--- src/rtl/svoe_pkg.sv ---
// shared types, codes and tables for the sid voice oscillator/envelope block
`default_nettype none
package svoe_pkg;

    // envelope phase codes
    localparam logic [1:0] PH_ATTACK  = 2'd0;
    localparam logic [1:0] PH_DECAY   = 2'd1;
    localparam logic [1:0] PH_RELEASE = 2'd2;

    // register offsets inside one voice's block of seven
    localparam logic [2:0] REG_FREQ_LO  = 3'd0;
    localparam logic [2:0] REG_FREQ_HI  = 3'd1;
    localparam logic [2:0] REG_PULSE_LO = 3'd2;
    localparam logic [2:0] REG_PULSE_HI = 3'd3;
    localparam logic [2:0] REG_CONTROL  = 3'd4;
    localparam logic [2:0] REG_ATK_DEC  = 3'd5;
    localparam logic [2:0] REG_SUS_REL  = 3'd6;

    localparam logic [4:0] ADDR_VOICE1    = 5'd7;
    localparam logic [4:0] ADDR_VOICE2    = 5'd14;
    localparam logic [4:0] ADDR_VOICE_END = 5'd21;
    localparam logic [4:0] ADDR_RES_ROUTE = 5'd23;
    localparam logic [4:0] ADDR_MODE_VOL  = 5'd24;

    // waveform select codes (control bits 7:4)
    localparam logic [3:0] WAVE_TRI   = 4'h1;
    localparam logic [3:0] WAVE_SAW   = 4'h2;
    localparam logic [3:0] WAVE_PULSE = 4'h4;
    localparam logic [3:0] WAVE_NOISE = 4'h8;

    localparam logic [22:0] LFSR_SEED = 23'h7ffff8;

    typedef struct packed {
        logic [23:0] acc;
        logic [22:0] lfsr;
        logic        msb_prev;
        logic        b19_prev;
        logic [14:0] rate_cnt;
        logic [1:0]  phase;
        logic [7:0]  exp_cnt;
        logic [4:0]  exp_period;
        logic [7:0]  env;
        logic        gate_prev;
        logic        hold_zero;
    } t_voice_state;

    localparam t_voice_state VOICE_RESET = '{
        acc: 24'd0, lfsr: LFSR_SEED, msb_prev: 1'b0, b19_prev: 1'b0,
        rate_cnt: 15'd0, phase: PH_RELEASE, exp_cnt: 8'd0, exp_period: 5'd1,
        env: 8'd0, gate_prev: 1'b0, hold_zero: 1'b1
    };

    function automatic logic [14:0] rate_period(input logic [3:0] sel);
        logic [14:0] r;
        case (sel)
            4'd0:    r = 15'd9;
            4'd1:    r = 15'd32;
            4'd2:    r = 15'd63;
            4'd3:    r = 15'd95;
            4'd4:    r = 15'd149;
            4'd5:    r = 15'd220;
            4'd6:    r = 15'd267;
            4'd7:    r = 15'd313;
            4'd8:    r = 15'd392;
            4'd9:    r = 15'd977;
            4'd10:   r = 15'd1965;
            4'd11:   r = 15'd3126;
            4'd12:   r = 15'd3907;
            4'd13:   r = 15'd11720;
            4'd14:   r = 15'd19532;
            default: r = 15'd31251;
        endcase
        return r;
    endfunction

endpackage
`default_nettype wire

--- src/rtl/svoe_in_if.sv ---
// input channel: register writes and chip clock ticks
`default_nettype none
interface svoe_in_if;
    logic       valid;
    logic       ready;
    logic       operation;
    logic [4:0] address;
    logic [7:0] data;

    modport source (output valid, output operation, output address, output data, input ready);
    modport sink   (input valid, input operation, input address, input data, output ready);
endinterface
`default_nettype wire

--- src/rtl/svoe_out_if.sv ---
// output channel: per-tick waveforms, envelopes and mode bits
`default_nettype none
interface svoe_out_if;
    logic              valid;
    logic              ready;
    logic signed [11:0] wave_a;
    logic signed [11:0] wave_b;
    logic signed [11:0] wave_c;
    logic [7:0]        env_a;
    logic [7:0]        env_b;
    logic [7:0]        env_c;
    logic [3:0]        master_volume;
    logic [2:0]        filter_route;

    modport source (output valid, output wave_a, output wave_b, output wave_c,
                    output env_a, output env_b, output env_c,
                    output master_volume, output filter_route, input ready);
    modport sink   (input valid, input wave_a, input wave_b, input wave_c,
                    input env_a, input env_b, input env_c,
                    input master_volume, input filter_route, output ready);
endinterface
`default_nettype wire

--- src/rtl/svoe_ram.sv ---
// generic single-port-write ram with registered read
`default_nettype none
module svoe_ram #(
    parameter int WIDTH = 8,
    parameter int DEPTH = 4
) (
    input  wire logic                     i_clk,
    input  wire logic                     i_we,
    input  wire logic [$clog2(DEPTH)-1:0] i_waddr,
    input  wire logic [WIDTH-1:0]         i_wdata,
    input  wire logic [$clog2(DEPTH)-1:0] i_raddr,
    output logic      [WIDTH-1:0]         o_rdata
);
    logic [WIDTH-1:0] r_mem [DEPTH];

    always_ff @(posedge i_clk) begin
        if (i_we) begin
            r_mem[i_waddr] <= i_wdata;
        end
        o_rdata <= r_mem[i_raddr];
    end
endmodule
`default_nettype wire

--- src/rtl/svoe_update.sv ---
// one voice's oscillator and envelope step for one chip tick
`default_nettype none
module svoe_update
    import svoe_pkg::*;
(
    input  wire t_voice_state i_state,
    input  wire logic [15:0]  i_freq,
    input  wire logic [7:0]   i_ctrl,
    input  wire logic [7:0]   i_atk_dec,
    input  wire logic [7:0]   i_sus_rel,
    output t_voice_state      o_state,
    output logic              o_rise
);
    t_voice_state s;
    logic [23:0]  acc;
    logic         gate;
    logic [3:0]   sel;
    logic         go;
    logic [7:0]   sustain;

    always_comb begin
        s    = i_state;
        gate = i_ctrl[0];
        acc  = i_state.acc + {8'd0, i_freq};
        s.acc = acc;
        o_rise = acc[23] & ~i_state.msb_prev;
        s.msb_prev = acc[23];
        if (acc[19] && !i_state.b19_prev) begin
            s.lfsr = {i_state.lfsr[21:0], i_state.lfsr[22] ^ i_state.lfsr[17]};
        end
        s.b19_prev = acc[19];

        if (gate && !i_state.gate_prev) begin
            s.phase     = PH_ATTACK;
            s.hold_zero = 1'b0;
        end else if (!gate && i_state.gate_prev) begin
            s.phase = PH_RELEASE;
        end
        s.gate_prev = gate;

        // counter skips zero when it wraps past 0x7fff
        s.rate_cnt = (i_state.rate_cnt == 15'h7fff) ? 15'd1 : i_state.rate_cnt + 15'd1;

        case (s.phase)
            PH_ATTACK: sel = i_atk_dec[7:4];
            PH_DECAY:  sel = i_atk_dec[3:0];
            default:   sel = i_sus_rel[3:0];
        endcase
        sustain = {i_sus_rel[7:4], i_sus_rel[7:4]};
        go = 1'b0;

        if (s.rate_cnt == rate_period(sel)) begin
            s.rate_cnt = 15'd0;
            go = (s.phase == PH_ATTACK);
            if (!go) begin
                s.exp_cnt = s.exp_cnt + 8'd1;
                go = (s.exp_cnt == {3'd0, s.exp_period});
            end
            if (go) begin
                s.exp_cnt = 8'd0;
                if (!s.hold_zero) begin
                    case (s.phase)
                        PH_ATTACK: begin
                            s.env = s.env + 8'd1;
                            if (s.env == 8'hff) begin
                                s.phase = PH_DECAY;
                            end
                        end
                        PH_DECAY: begin
                            if (s.env != sustain) begin
                                s.env = s.env - 8'd1;
                            end
                        end
                        default: s.env = s.env - 8'd1;
                    endcase
                    case (s.env)
                        8'hff: s.exp_period = 5'd1;
                        8'h5d: s.exp_period = 5'd2;
                        8'h36: s.exp_period = 5'd4;
                        8'h1a: s.exp_period = 5'd8;
                        8'h0e: s.exp_period = 5'd16;
                        8'h06: s.exp_period = 5'd30;
                        8'h00: begin
                            s.exp_period = 5'd1;
                            s.hold_zero  = 1'b1;
                        end
                        default: ;
                    endcase
                end
            end
        end
        o_state = s;
    end
endmodule
`default_nettype wire

--- src/rtl/sid_voice_oscillator_envelope.sv ---
// top level: chained sid-style voices with memory-held voice state
//
// Register writes (operation 0) are applied when they are accepted. A clock tick
// (operation 1) steps through the states P1, P2 and DONE: the voice
// state lives in one memory with a single read port, and a tick sweeps it
// twice, once to advance oscillators and envelopes, once to apply hard sync
// and form the waveforms, then loads the result register in DONE.
// The next item is taken on the cycle the result register is loaded, and a
// finished result may wait in that register while a new item is accepted.
// Voice state reads as its reset value until first written after reset,
// so no clearing pass is needed.
`default_nettype none
module sid_voice_oscillator_envelope
    import svoe_pkg::*;
#(
    parameter int NUM_VOICES = 3
) (
    input  wire logic   i_clk,
    input  wire logic   i_rst_n,
    svoe_in_if.sink     i_in,
    svoe_out_if.source  o_out
);
    localparam int VW = $clog2(NUM_VOICES);
    localparam int SW = $clog2(NUM_VOICES + 1);
    localparam int SB = $bits(t_voice_state);

    localparam logic [1:0] ST_IDLE = 2'd0;
    localparam logic [1:0] ST_P1   = 2'd1;
    localparam logic [1:0] ST_P2   = 2'd2;
    localparam logic [1:0] ST_DONE = 2'd3;

    logic [1:0]    r_state, n_state;
    logic [SW-1:0] r_step,  n_step;

    logic [15:0] r_freq  [NUM_VOICES];
    logic [11:0] r_pulse [NUM_VOICES];
    logic [7:0]  r_ctrl  [NUM_VOICES];
    logic [7:0]  r_ad    [NUM_VOICES];
    logic [7:0]  r_sr    [NUM_VOICES];
    logic [3:0]  r_volume;
    logic [2:0]  r_route;

    logic [NUM_VOICES-1:0] r_valid;
    logic                  r_rd_valid;
    logic [NUM_VOICES-1:0] r_rise;
    logic [NUM_VOICES-1:0] r_msb;

    logic [11:0] r_stage_wave [3];
    logic [7:0]  r_stage_env  [3];

    logic               r_out_valid;
    logic signed [11:0] r_out_wave [3];
    logic [7:0]         r_out_env  [3];
    logic [3:0]         r_out_vol;
    logic [2:0]         r_out_route;

    logic          out_free, in_ready, in_xfer, tick_xfer, wr_xfer;
    logic          proc, proc_p1, proc_p2, last_step, load_out;
    logic [VW-1:0] pv, pv_prev, raddr;
    logic [SB-1:0] ram_q, ram_wdata;
    t_voice_state  st, st_upd, st_p2;
    logic          upd_rise;

    logic [NUM_VOICES-1:0] sync_req, sync_clr;
    logic                  ring_msb;
    logic [23:0]           acc_f;
    logic [22:0]           lf;
    logic [11:0]           wave;
    logic [7:0]            ctl;

    logic [1:0]    wv;
    logic [2:0]    wr;
    logic [VW-1:0] wi;
    logic          wv_ok;

    // ------------------------------------------------------------ handshake
    assign out_free  = ~r_out_valid | o_out.ready;
    assign in_ready  = (r_state == ST_IDLE) || (r_state == ST_DONE && out_free);
    assign i_in.ready = in_ready;
    assign in_xfer   = i_in.valid & in_ready;
    assign tick_xfer = in_xfer & i_in.operation;
    assign wr_xfer   = in_xfer & ~i_in.operation;
    assign load_out  = (r_state == ST_DONE) && out_free;

    // ------------------------------------------------------------ sequencer
    assign proc      = (r_state == ST_P1 || r_state == ST_P2) && (r_step != '0);
    assign proc_p1   = proc && (r_state == ST_P1);
    assign proc_p2   = proc && (r_state == ST_P2);
    assign last_step = (r_step == SW'(NUM_VOICES));
    assign pv        = VW'(r_step - SW'(1));
    assign pv_prev   = (pv == '0) ? VW'(NUM_VOICES - 1) : pv - VW'(1);
    assign raddr     = VW'(r_step);

    always_comb begin
        n_state = r_state;
        n_step  = r_step;
        case (r_state)
            ST_IDLE: begin
                if (tick_xfer) begin
                    n_state = ST_P1;
                    n_step  = '0;
                end
            end
            ST_P1: begin
                n_step = r_step + SW'(1);
                if (last_step) begin
                    n_state = ST_P2;
                    n_step  = '0;
                end
            end
            ST_P2: begin
                n_step = r_step + SW'(1);
                if (last_step) begin
                    n_state = ST_DONE;
                end
            end
            ST_DONE: begin
                if (tick_xfer) begin
                    n_state = ST_P1;
                    n_step  = '0;
                end else if (load_out) begin
                    n_state = ST_IDLE;
                end
            end
            default: n_state = ST_IDLE;
        endcase
    end

    // ------------------------------------------------------------ state memory
    assign st = r_rd_valid ? t_voice_state'(ram_q) : VOICE_RESET;

    svoe_update u_update (
        .i_state   (st),
        .i_freq    (r_freq[pv]),
        .i_ctrl    (r_ctrl[pv]),
        .i_atk_dec (r_ad[pv]),
        .i_sus_rel (r_sr[pv]),
        .o_state   (st_upd),
        .o_rise    (upd_rise)
    );

    // hard sync: a voice synced this tick blocks the sync of the next one
    for (genvar g = 0; g < NUM_VOICES; g++) begin : g_sync
        localparam int P  = (g + NUM_VOICES - 1) % NUM_VOICES;
        assign sync_req[g] = r_ctrl[g][1] & r_rise[P];
    end
    for (genvar g = 0; g < NUM_VOICES; g++) begin : g_clr
        localparam int P  = (g + NUM_VOICES - 1) % NUM_VOICES;
        assign sync_clr[g] = sync_req[g] & ~sync_req[P];
    end

    always_comb begin
        st_p2 = st;
        if (sync_clr[pv]) begin
            st_p2.acc = 24'd0;
        end
    end

    assign ram_wdata = proc_p1 ? SB'(st_upd) : SB'(st_p2);

    svoe_ram #(.WIDTH(SB), .DEPTH(NUM_VOICES)) u_state_ram (
        .i_clk   (i_clk),
        .i_we    (proc),
        .i_waddr (pv),
        .i_wdata (ram_wdata),
        .i_raddr (raddr),
        .o_rdata (ram_q)
    );

    // ------------------------------------------------------------ waveform
    always_comb begin
        acc_f    = st_p2.acc;
        lf       = st_p2.lfsr;
        ctl      = r_ctrl[pv];
        ring_msb = ctl[2] & r_msb[pv_prev] & ~sync_clr[pv_prev];
        case (ctl[7:4])
            WAVE_TRI:   wave = (acc_f[23] ^ ring_msb) ? ~acc_f[22:11] : acc_f[22:11];
            WAVE_SAW:   wave = acc_f[23:12];
            WAVE_PULSE: wave = (acc_f[23:12] >= r_pulse[pv]) ? 12'hfff : 12'h000;
            WAVE_NOISE: wave = {lf[22], lf[20], lf[16], lf[13], lf[11], lf[7], lf[4], lf[2],
                                4'h0};
            default:    wave = 12'h000;
        endcase
    end

    // ------------------------------------------------------------ write decode
    always_comb begin
        if (i_in.address < ADDR_VOICE1) begin
            wv = 2'd0;
            wr = i_in.address[2:0];
        end else if (i_in.address < ADDR_VOICE2) begin
            wv = 2'd1;
            wr = 3'(i_in.address - ADDR_VOICE1);
        end else begin
            wv = 2'd2;
            wr = 3'(i_in.address - ADDR_VOICE2);
        end
        wi    = VW'(wv);
        wv_ok = (i_in.address < ADDR_VOICE_END) && (int'(wv) < NUM_VOICES);
    end

    always_ff @(posedge i_clk) begin
        if (!i_rst_n) begin
            for (int i = 0; i < NUM_VOICES; i++) begin
                r_freq[i]  <= '0;
                r_pulse[i] <= '0;
                r_ctrl[i]  <= '0;
                r_ad[i]    <= '0;
                r_sr[i]    <= '0;
            end
            r_volume <= '0;
            r_route  <= '0;
        end else if (wr_xfer) begin
            if (wv_ok) begin
                case (wr)
                    REG_FREQ_LO:  r_freq[wi][7:0]   <= i_in.data;
                    REG_FREQ_HI:  r_freq[wi][15:8]  <= i_in.data;
                    REG_PULSE_LO: r_pulse[wi][7:0]  <= i_in.data;
                    REG_PULSE_HI: r_pulse[wi][11:8] <= i_in.data[3:0];
                    REG_CONTROL:  r_ctrl[wi]        <= i_in.data;
                    REG_ATK_DEC:  r_ad[wi]          <= i_in.data;
                    REG_SUS_REL:  r_sr[wi]          <= i_in.data;
                    default: ;
                endcase
            end else if (i_in.address == ADDR_RES_ROUTE) begin
                r_route <= i_in.data[2:0];
            end else if (i_in.address == ADDR_MODE_VOL) begin
                r_volume <= i_in.data[3:0];
            end
        end
    end

    // ------------------------------------------------------------ control regs
    always_ff @(posedge i_clk) begin
        if (!i_rst_n) begin
            r_state     <= ST_IDLE;
            r_step      <= '0;
            r_valid     <= '0;
            r_rd_valid  <= 1'b0;
            r_out_valid <= 1'b0;
        end else begin
            r_state    <= n_state;
            r_step     <= n_step;
            r_rd_valid <= r_valid[raddr];
            if (proc) begin
                r_valid[pv] <= 1'b1;
            end
            if (load_out) begin
                r_out_valid <= 1'b1;
            end else if (o_out.ready) begin
                r_out_valid <= 1'b0;
            end
        end
    end

    // ------------------------------------------------------------ payload regs
    always_ff @(posedge i_clk) begin
        if (proc_p1) begin
            r_rise[pv] <= upd_rise;
            r_msb[pv]  <= st_upd.acc[23];
        end
        for (int i = 0; i < 3; i++) begin
            if (proc_p2 && int'(pv) == i) begin
                r_stage_wave[i] <= wave;
                r_stage_env[i]  <= st_p2.env;
            end
        end
        if (load_out) begin
            for (int i = 0; i < 3; i++) begin
                r_out_wave[i] <= (i < NUM_VOICES) ? signed'(r_stage_wave[i] ^ 12'h800) : '0;
                r_out_env[i]  <= (i < NUM_VOICES) ? r_stage_env[i] : '0;
            end
            r_out_vol   <= r_volume;
            r_out_route <= r_route;
        end
    end

    assign o_out.valid         = r_out_valid;
    assign o_out.wave_a        = r_out_wave[0];
    assign o_out.wave_b        = r_out_wave[1];
    assign o_out.wave_c        = r_out_wave[2];
    assign o_out.env_a         = r_out_env[0];
    assign o_out.env_b         = r_out_env[1];
    assign o_out.env_c         = r_out_env[2];
    assign o_out.master_volume = r_out_vol;
    assign o_out.filter_route  = r_out_route;

`ifndef NO_ASSERTIONS
    // the memory is never read and written at the same entry in one cycle
    a_no_rw_clash: assert property (@(posedge i_clk) disable iff (!i_rst_n)
        (proc && r_step != SW'(NUM_VOICES)) |-> (raddr != pv))
        else $error("state memory read and write hit the same voice");

    // a sweep over the voices runs to its end before the next phase
    a_p1_to_p2: assert property (@(posedge i_clk) disable iff (!i_rst_n)
        (r_state == ST_P1 && last_step) |=> (r_state == ST_P2 && r_step == '0))
        else $error("oscillator sweep did not hand over to sync sweep");

    // the result register is only loaded when it is free
    a_no_overwrite: assert property (@(posedge i_clk) disable iff (!i_rst_n)
        (r_out_valid && !o_out.ready) |=> $stable(r_out_wave[0]) && $stable(r_out_env[0]))
        else $error("pending result overwritten");

    // items are only taken between ticks
    a_accept_window: assert property (@(posedge i_clk) disable iff (!i_rst_n)
        in_xfer |-> (r_state == ST_IDLE || r_state == ST_DONE))
        else $error("item accepted during a tick");
`endif
endmodule
`default_nettype wire
--- src/flat_wrapper.sv ---
// flat-port wrapper written by rule: the top's interface ports become plain ports
module sid_voice_oscillator_envelope_flat import svoe_pkg::*;
#(
    parameter int NUM_VOICES = 3
)
  (i_clk, i_rst_n, i_in_valid, i_in_operation, i_in_address, i_in_data, i_in_ready, o_out_valid, o_out_wave_a, o_out_wave_b, o_out_wave_c, o_out_env_a, o_out_env_b, o_out_env_c, o_out_master_volume, o_out_filter_route, o_out_ready);
  svoe_in_if i_in_i ();
  svoe_out_if o_out_i ();
  input  wire logic i_clk;
  input  wire logic i_rst_n;
  input wire logic [$bits(i_in_i.valid)-1:0] i_in_valid;
  input wire logic [$bits(i_in_i.operation)-1:0] i_in_operation;
  input wire logic [$bits(i_in_i.address)-1:0] i_in_address;
  input wire logic [$bits(i_in_i.data)-1:0] i_in_data;
  output wire logic [$bits(i_in_i.ready)-1:0] i_in_ready;
  output wire logic [$bits(o_out_i.valid)-1:0] o_out_valid;
  output wire logic [$bits(o_out_i.wave_a)-1:0] o_out_wave_a;
  output wire logic [$bits(o_out_i.wave_b)-1:0] o_out_wave_b;
  output wire logic [$bits(o_out_i.wave_c)-1:0] o_out_wave_c;
  output wire logic [$bits(o_out_i.env_a)-1:0] o_out_env_a;
  output wire logic [$bits(o_out_i.env_b)-1:0] o_out_env_b;
  output wire logic [$bits(o_out_i.env_c)-1:0] o_out_env_c;
  output wire logic [$bits(o_out_i.master_volume)-1:0] o_out_master_volume;
  output wire logic [$bits(o_out_i.filter_route)-1:0] o_out_filter_route;
  input wire logic [$bits(o_out_i.ready)-1:0] o_out_ready;
  assign i_in_i.valid = i_in_valid;
  assign i_in_i.operation = i_in_operation;
  assign i_in_i.address = i_in_address;
  assign i_in_i.data = i_in_data;
  assign i_in_ready = i_in_i.ready;
  assign o_out_valid = o_out_i.valid;
  assign o_out_wave_a = o_out_i.wave_a;
  assign o_out_wave_b = o_out_i.wave_b;
  assign o_out_wave_c = o_out_i.wave_c;
  assign o_out_env_a = o_out_i.env_a;
  assign o_out_env_b = o_out_i.env_b;
  assign o_out_env_c = o_out_i.env_c;
  assign o_out_master_volume = o_out_i.master_volume;
  assign o_out_filter_route = o_out_i.filter_route;
  assign o_out_i.ready = o_out_ready;
  sid_voice_oscillator_envelope #(.NUM_VOICES(NUM_VOICES)) u_core (.i_clk(i_clk), .i_rst_n(i_rst_n), .i_in(i_in_i), .o_out(o_out_i));
endmodule
--- config.mk ---
export PLATFORM = sky130hd
export DESIGN_NAME = sid_voice_oscillator_envelope_flat
export DESIGN_NICKNAME = d
export VERILOG_FILES = /design/src/rtl/svoe_pkg.sv /design/src/rtl/svoe_in_if.sv /design/src/rtl/svoe_out_if.sv /design/src/rtl/svoe_ram.sv /design/src/rtl/svoe_update.sv /design/src/rtl/sid_voice_oscillator_envelope.sv /design/src/flat_wrapper.sv
export SDC_FILE = /design/constraint.sdc
export NUM_CORES = 1
export LEC_CHECK = 0
export ABC_AREA = 1
export BUFFER_PORTS_ARGS = -buffer_cell sky130_fd_sc_hd__clkbuf_2
export CELL_PAD_IN_SITES_DETAIL_PLACEMENT = 1
export CELL_PAD_IN_SITES_GLOBAL_PLACEMENT = 2
export CORE_MARGIN = 2
export CORE_UTILIZATION = 42
export DETAILED_ROUTE_END_ITERATION = 12
export GPL_TIMING_DRIVEN = 0
export HOLD_SLACK_MARGIN = 0.05
export PLACE_DENSITY_LB_ADDON = 0.2
export SYNTH_ARGS = -nofsm -noshare
export SYNTH_HDL_FRONTEND = slang
export SYNTH_SLANG_ARGS = --single-unit
export TNS_END_PERCENT = 1
--- constraint.sdc ---
create_clock -name i_clk -period 7.5 [get_ports i_clk]
set_input_delay 0.375 -clock i_clk [delete_from_list [all_inputs] [get_ports i_clk]]
set_output_delay 0.375 -clock i_clk [all_outputs]
set_load 0.05 [all_outputs]
* Yosys cells after proc, flatten, opt, wreduce, memory -nomap -nowiden
Memories as Yosys holds them, arrays and structs flattened. A register that Yosys moved wholly into a read port is not among the register bits.
Index checks and enable logic that the tools add are counted.
** Word-level totals
- Memories :: 11
- Word-level logic and storage cells :: 276
- Input port bits :: 18
- Bits in registers :: 29
- Output and inout bits :: 69
- Memory bits (writable) :: 543
- Bits in read-only memories :: 240
** Cells by class
- Eq/ne operators :: 35
- Reduce and logical (&&, ||, !) cells :: 39
- Order comparisons :: 9
- Bitwise gates (word level) :: 29
- $add $sub $neg :: 10
- Mux-type cells :: 132
** Memory list
- u_core.u_state_ram.r_mem :: words 3, bits a word 89, rd ports 1, clocked after memory_dff 1, write ports 1, line svoe_ram.sv:14 : logic [WIDTH-1:0] r_mem [DEPTH];
- (no name shown) :: words 16, bits a word 15, rd ports 1, clocked after memory_dff 0, write ports 0, line svoe_pkg.sv:55 : case (sel)
- u_core.r_freq :: words 3, bits a word 16, rd ports 1, clocked after memory_dff 0, write ports 3, line sid_voice_oscillator_envelope.sv:35 : logic [15:0] r_freq [NUM_VOICES];
- u_core.r_out_wave :: words 3, bits a word 12, rd ports 3, clocked after memory_dff 0, write ports 3, line sid_voice_oscillator_envelope.sv:52 : logic signed [11:0] r_out_wave [3];
- u_core.r_pulse :: words 3, bits a word 12, rd ports 1, clocked after memory_dff 0, write ports 3, line sid_voice_oscillator_envelope.sv:36 : logic [11:0] r_pulse [NUM_VOICES];
- u_core.r_stage_wave :: words 3, bits a word 12, rd ports 3, clocked after memory_dff 0, write ports 1, line sid_voice_oscillator_envelope.sv:48 : logic [11:0] r_stage_wave [3];
- 5 more memories
** Operators by type and width (number)
- $mux 89 :: 2
- $mux 8 :: 10
- $mux 1 :: 67
- $mux 12 :: 5
- $mux 2 :: 26
- $pmux 12 s4 :: 1
- $mux 23 :: 2
- $reduce_or 8->1 :: 5
- $mux 38 :: 1
- $reduce_or 12->1 :: 3
- $pmux 5 s6 :: 1
- $add 24x16->24 :: 1
- $mux 24 :: 1
- $add 8x1->8 const B :: 2
- $eq 8x8->1 const B :: 2
- $mux 16 :: 1
- $pmux 8 s2 :: 1
- $reduce_or 16->1 :: 1
- $add 15x1->15 const B :: 1
- $eq 15x15->1 :: 1
- $eq 15x15->1 const B :: 1
- $mux 15 :: 1
- $mux 13 :: 1
- $and 1x1->1 :: 12
- 52 further kinds :: 105

* Logic depth before layout (Yosys ltp)
An unclocked memory read counts as a cell.
- Word-level depth :: 20
- Mapped depth :: 29
- Depth with buffers taken out :: 26

* Hierarchy
From an unflattened synthesis, not the netlist that was laid out.
** Unflattened totals
- Cell total of the unflattened synthesis :: 3421
- Area total of the unflattened synthesis :: 33140.5 um^2
** By module, submodules not included
- sid_voice_oscillator_envelope :: times used 1, cells each 1539, area each 16289.4 um^2, sequential area each 10560.1 um^2
- svoe_ram :: times used 1, cells each 1024, area each 12504.5 um^2, sequential area each 9799.4 um^2
- svoe_update :: times used 1, cells each 858, area each 4346.7 um^2, sequential area each 0.0 um^2

* Worst setup path before layout
OpenSTA, ideal clock, no wires.
- Path type :: register to register
- Start point :: register u_core.r_step[0]
- End point :: memory u_core.u_state_ram.r_mem[0][0] (netlist bit) (enable)
- Library setup time :: 0.539 ns
- Period minus slack after synthesis :: 5.589 ns
- Path buffers :: 2
- Arrival time :: 5.050 ns
- Setup slack :: 1.911 ns
- Required time :: 6.961 ns
- Stages on the path, launching flop included :: 8
- Cells stage by stage :: dfxtp_1 inv_2 buf_4 clkbuf_1 ha_1 nor2_1 inv_1 nor2_1
** On the way
- Longest elaborated chain between the ends :: 4
- Elaborated cells on any way between the ends :: 5
- Classes of those cells :: add/sub (1); mux (2); reduce/logical (2)
** RTL lines
- from (decl) :: line sid_voice_oscillator_envelope.sv:33 : logic [SW-1:0] r_step, n_step;
- from (signal assigned) :: line sid_voice_oscillator_envelope.sv:243 : r_step <= n_step;
- $reduce_bool 2->1 :: line sid_voice_oscillator_envelope.sv:86 : assign proc = (r_state == ST_P1 || r_state == ST_P2) && (r_step != '0);
- $logic_and 1x1->1 :: line sid_voice_oscillator_envelope.sv:86
- $mux 1 :: line svoe_ram.sv:17 : if (i_we) begin
- $mux 1 (not written as such) :: line svoe_ram.sv:18 : r_mem[i_waddr] <= i_wdata;
- to (decl) :: line svoe_ram.sv:14
Parallel ways exist; a longest one is shown, timed or not.

* Worst setup path in the final report
- Start point :: register u_core.r_step[0]
- End point :: memory u_core.u_state_ram.r_mem[0][51] (netlist bit), data pin
** On the way
- Longest elaborated chain between the ends :: 6
- Elaborated cells on any way between the ends :: 9
- Classes of those cells :: add/sub (2); mux (2); reduce/logical (4); memory (1)
** RTL lines
- $sub 2x1->2 :: line sid_voice_oscillator_envelope.sv:90 : assign pv = VW'(r_step - SW'(1));
- $mem_v2 3x16
- $add 24x16->24 :: line svoe_update.sv:24 : acc = i_state.acc + {8'd0, i_freq};
- $logic_and 1x1->1 :: line svoe_update.sv:28 : if (acc[19] && !i_state.b19_prev) begin
- $mux 23 :: line svoe_update.sv:28
- $mux 89 (*) :: line sid_voice_oscillator_envelope.sv:159 : assign ram_wdata = proc_p1 ? SB'(st_upd) : SB'(st_p2);
- via u_core.ram_wdata[51] :: line sid_voice_oscillator_envelope.sv:60 : logic [SB-1:0] ram_q, ram_wdata;
Mark *: on every way through the listed nets, which the timed path passes. The rest lies on a longest branch.

==> impl_metrics.toml <==
[outcome]
status = "complete, no violations"

[setup_path]
cp-start-kind = "register"
path_common_cell = "nand3_1"
crit_buf_inv = 8
critPathKind = "reg -> reg"
cpLargestDelayFamily = "buffers and inverters"
critPathCaptureType = "register"
cp.arrival_ns = 7.43
cp_slowest_cell = "clkbuf_1"
critPathMaxStageDelay_ns = 0.56
cp_max_fo = 20
required_ns = 7.93

[floorplan]
ioPinCount = 87
core-area_mm2 = 0.0714
die_x_um = 272
initial_core_util = 0.424
die_height_um = 272
dieArea_mm2 = 0.0741
rows = 98

[global_routing]
grt_pass1_wl_um = 137000
antenna_found_initial = 0
overflow = 0
grt_pass1_vias = 22700
grt_max_degree = 69
grtUsageTotal = 0.244

[timing]
layout_setup_ws_ns = 0.502
drv_slew = 0
rsz0062_at_grt = "no"
setup_viol = 0
fin_skew_ns = 0.0349
worst_slew_pin_slew_ns = 1.08
period_share = 0.933
finalHoldViolCount = 0
whs_ns = 0.145
fin_crit_ns = 7.00
fmax_mhz = 143
slew_headroom = 0.283

[yosys]
netlist_instances = 2791
async_flop_share = 0
synth_top_flop_cell = "edfxtp_1"
ys_types = 56
synth_edf_count = 603
synth_seq_area_share = 0.669
synth_warnings = 0
synth_seq_cells = 708
netlist_area_mm2 = 0.0302
syn_area_per_cell_um2 = 10.8

[finish]
final_cell_mix = "edfxtp_1, nand2_1, nor2_1, a21oi_1, inv_1"
area_delta_synth_final_pct = 15.6
drive_above_1_share = 0.102
regArea_mm2 = 0.0202
fillCellCount = 7803
antenna_cells = 0
final_nets = 3093
multi_input_area_mm2 = 0.00901
final_common_cell = "edfxtp_1"

[power]
p_leak_nw = 13.8
ir_worst_vdd_mv = 0.205
powerDensity_mw_per_mm2 = 379

[clock_network]
insertion_delay_ns = 0.64
tritoncts = "done"
cts_buffers = 80
cts_buffer_depth = 3
clkSlewWorstSetupHoldPaths_ns = 0.06
cts_setup_buffers = 0
cts_resized = 0
cts.sinks = 708
cts_hold_buffers = 0
cts_max_level = 3
cts_root_buf = "clkbuf_16"

[drt]
drc = 0
drtAntennaViolNets = 0
wl_per_cell_um = 22.2
drt_pre_antenna_iters = 5
wirelength_um = 89700
vias = 21500
via_per_inst = 5.32
drtIter0Drc = 1467

[job]
drv_cap = 0

[placement]
dpl_worst_slack_ns = 0.108
numPortBuffers = 86
dp_hpwl_um = 63800
gp_congestion = 0.883

[worst_hold_path]
hold_class = "in -> reg"
[per-layer routing]
layer,up-vias,track usage,part of all wire
li1,10100,-,-
met1,10800,0.335,0.46
met2,461,0.408,0.48
met3,136,0.0296,0.039
met4,0,0.0661,0.024
met5,-,0,0
[final timing paths]
path | slack, ns | endpoint | cells after the start | startpoint
worst max-delay path | 0.50 | u_core.u_state_ram.r_mem[0][51]$_DFFE_PP_ | 26 | u_core.r_step[0]$_SDFFE_PN0P_
worst min-delay path | 0.14 | u_core.r_rd_valid$_SDFF_PN0_ | 3 | i_rst_n
worst max register to register | 0.50 | u_core.u_state_ram.r_mem[0][51]$_DFFE_PP_ | 26 | u_core.r_step[0]$_SDFFE_PN0P_
worst min register to register | 0.42 | u_core.r_out_env[0][15]$_DFFE_PP_ | 0 | u_core.r_stage_env[0][15]$_DFFE_PP_
[sequential cells by signal (all words and copies together), names as in the netlist]
name                        cells
u_core.o_out.filter_route       3
u_core.o_out.master_volume      4
u_core.o_out.valid              1
u_core.r_ad                    32
u_core.r_ctrl                  27
u_core.r_freq                  64
u_core.r_msb                    3
u_core.r_out_env               24
u_core.r_out_wave              36
u_core.r_pulse                 48
u_core.r_rd_valid               1
u_core.r_rise                   3
u_core.r_route                  3
u_core.r_sr                    32
u_core.r_stage_env             24
u_core.r_stage_wave            36
u_core.r_state                  2
u_core.r_step                   2
u_core.r_valid                  3
u_core.r_volume                 4
u_core.u_state_ram.o_rdata     89
u_core.u_state_ram.r_mem      267
[cell families (layout without fill, tap and decap cells)]
kind of cell / count (synthesis) / in the layout / synth area share
xor+xnor: 41 / 41 / 0.0119
compound gates: 442 / 442 / 0.0830
buf+inv: 313 / 559 / 0.0406
flops: 708 / 708 / 0.669
fa+ha+maj: 57 / 57 / 0.0238
simple gates: 1229 / 1229 / 0.172
other cells: 1 / 50 / 0.000124
[power by group]
group / total, W / internal [W] / switching [W]
logic: 0.00431 / 0.00119 / 0.00312
clock network: 0.00394 / 0.00231 / 0.00163
registers: 0.00499 / 0.00482 / 0.000169
total: 0.0132 / 0.00832 / 0.00492
[cell usage after synthesis (all sizes together), types with 4 or more instances]
library cell / instances / area share
edfxtp: 603 / 0.60
clkbuf: 78 / 0.0097
o21a: 5 / 0.0012
a22oi: 29 / 0.0072
nor2: 410 / 0.053
xor2: 29 / 0.0084
a221oi: 15 / 0.0043
nand4: 32 / 0.0070
o22ai: 10 / 0.0021
buf: 28 / 0.0052
nand2: 597 / 0.076
a22o: 13 / 0.0038
xnor2: 12 / 0.0035
nor3: 21 / 0.0038
inv: 198 / 0.025
or2: 12 / 0.0025
clkinv: 9 / 0.0011
ha: 56 / 0.023
o211ai: 8 / 0.0020
o21ai: 108 / 0.018
a21oi: 227 / 0.038
o2111ai: 7 / 0.0020
a31oi: 5 / 0.0010
nand3: 150 / 0.028
dfxtp: 105 / 0.070
a211oi: 4 / 0.00099
[per-stage QoR]
stage | TNS, ns | cell area, um^2 | total power (W) | util | std cells
2_1_floorplan | 0 | 30400 | 0.00792 | - | 2840
3_3_place_gp | -498.87 | 32000 | 0.00922 | 0.449 | 3876
3_5_place_dp | 0 | 32300 | 0.00935 | 0.452 | 3888
4_1_cts | 0 | 35000 | 0.0133 | 0.490 | 4038
5_1_grt | 0 | 35000 | 0.0140 | 0.490 | 4036
6_report | 0 | 35000 | 0.0132 | 0.490 | 4036
[final cells by class]
type,count,area share
tap,950,0.0340
multi-input combinational,1819,0.258
inverter,207,0.0224
timing repair buffer,98,0.0188
buffer,104,0.0126
sequential,708,0.578
clock buffer,114,0.0641
clock inverter,36,0.0123
[tightest hold or removal path, cell delays in order]
cell and delay, ns:
clkbuf_2 0.17, o21ai_0 0.11, nor3_1 0.06
(Power assumes the default switching activity.)
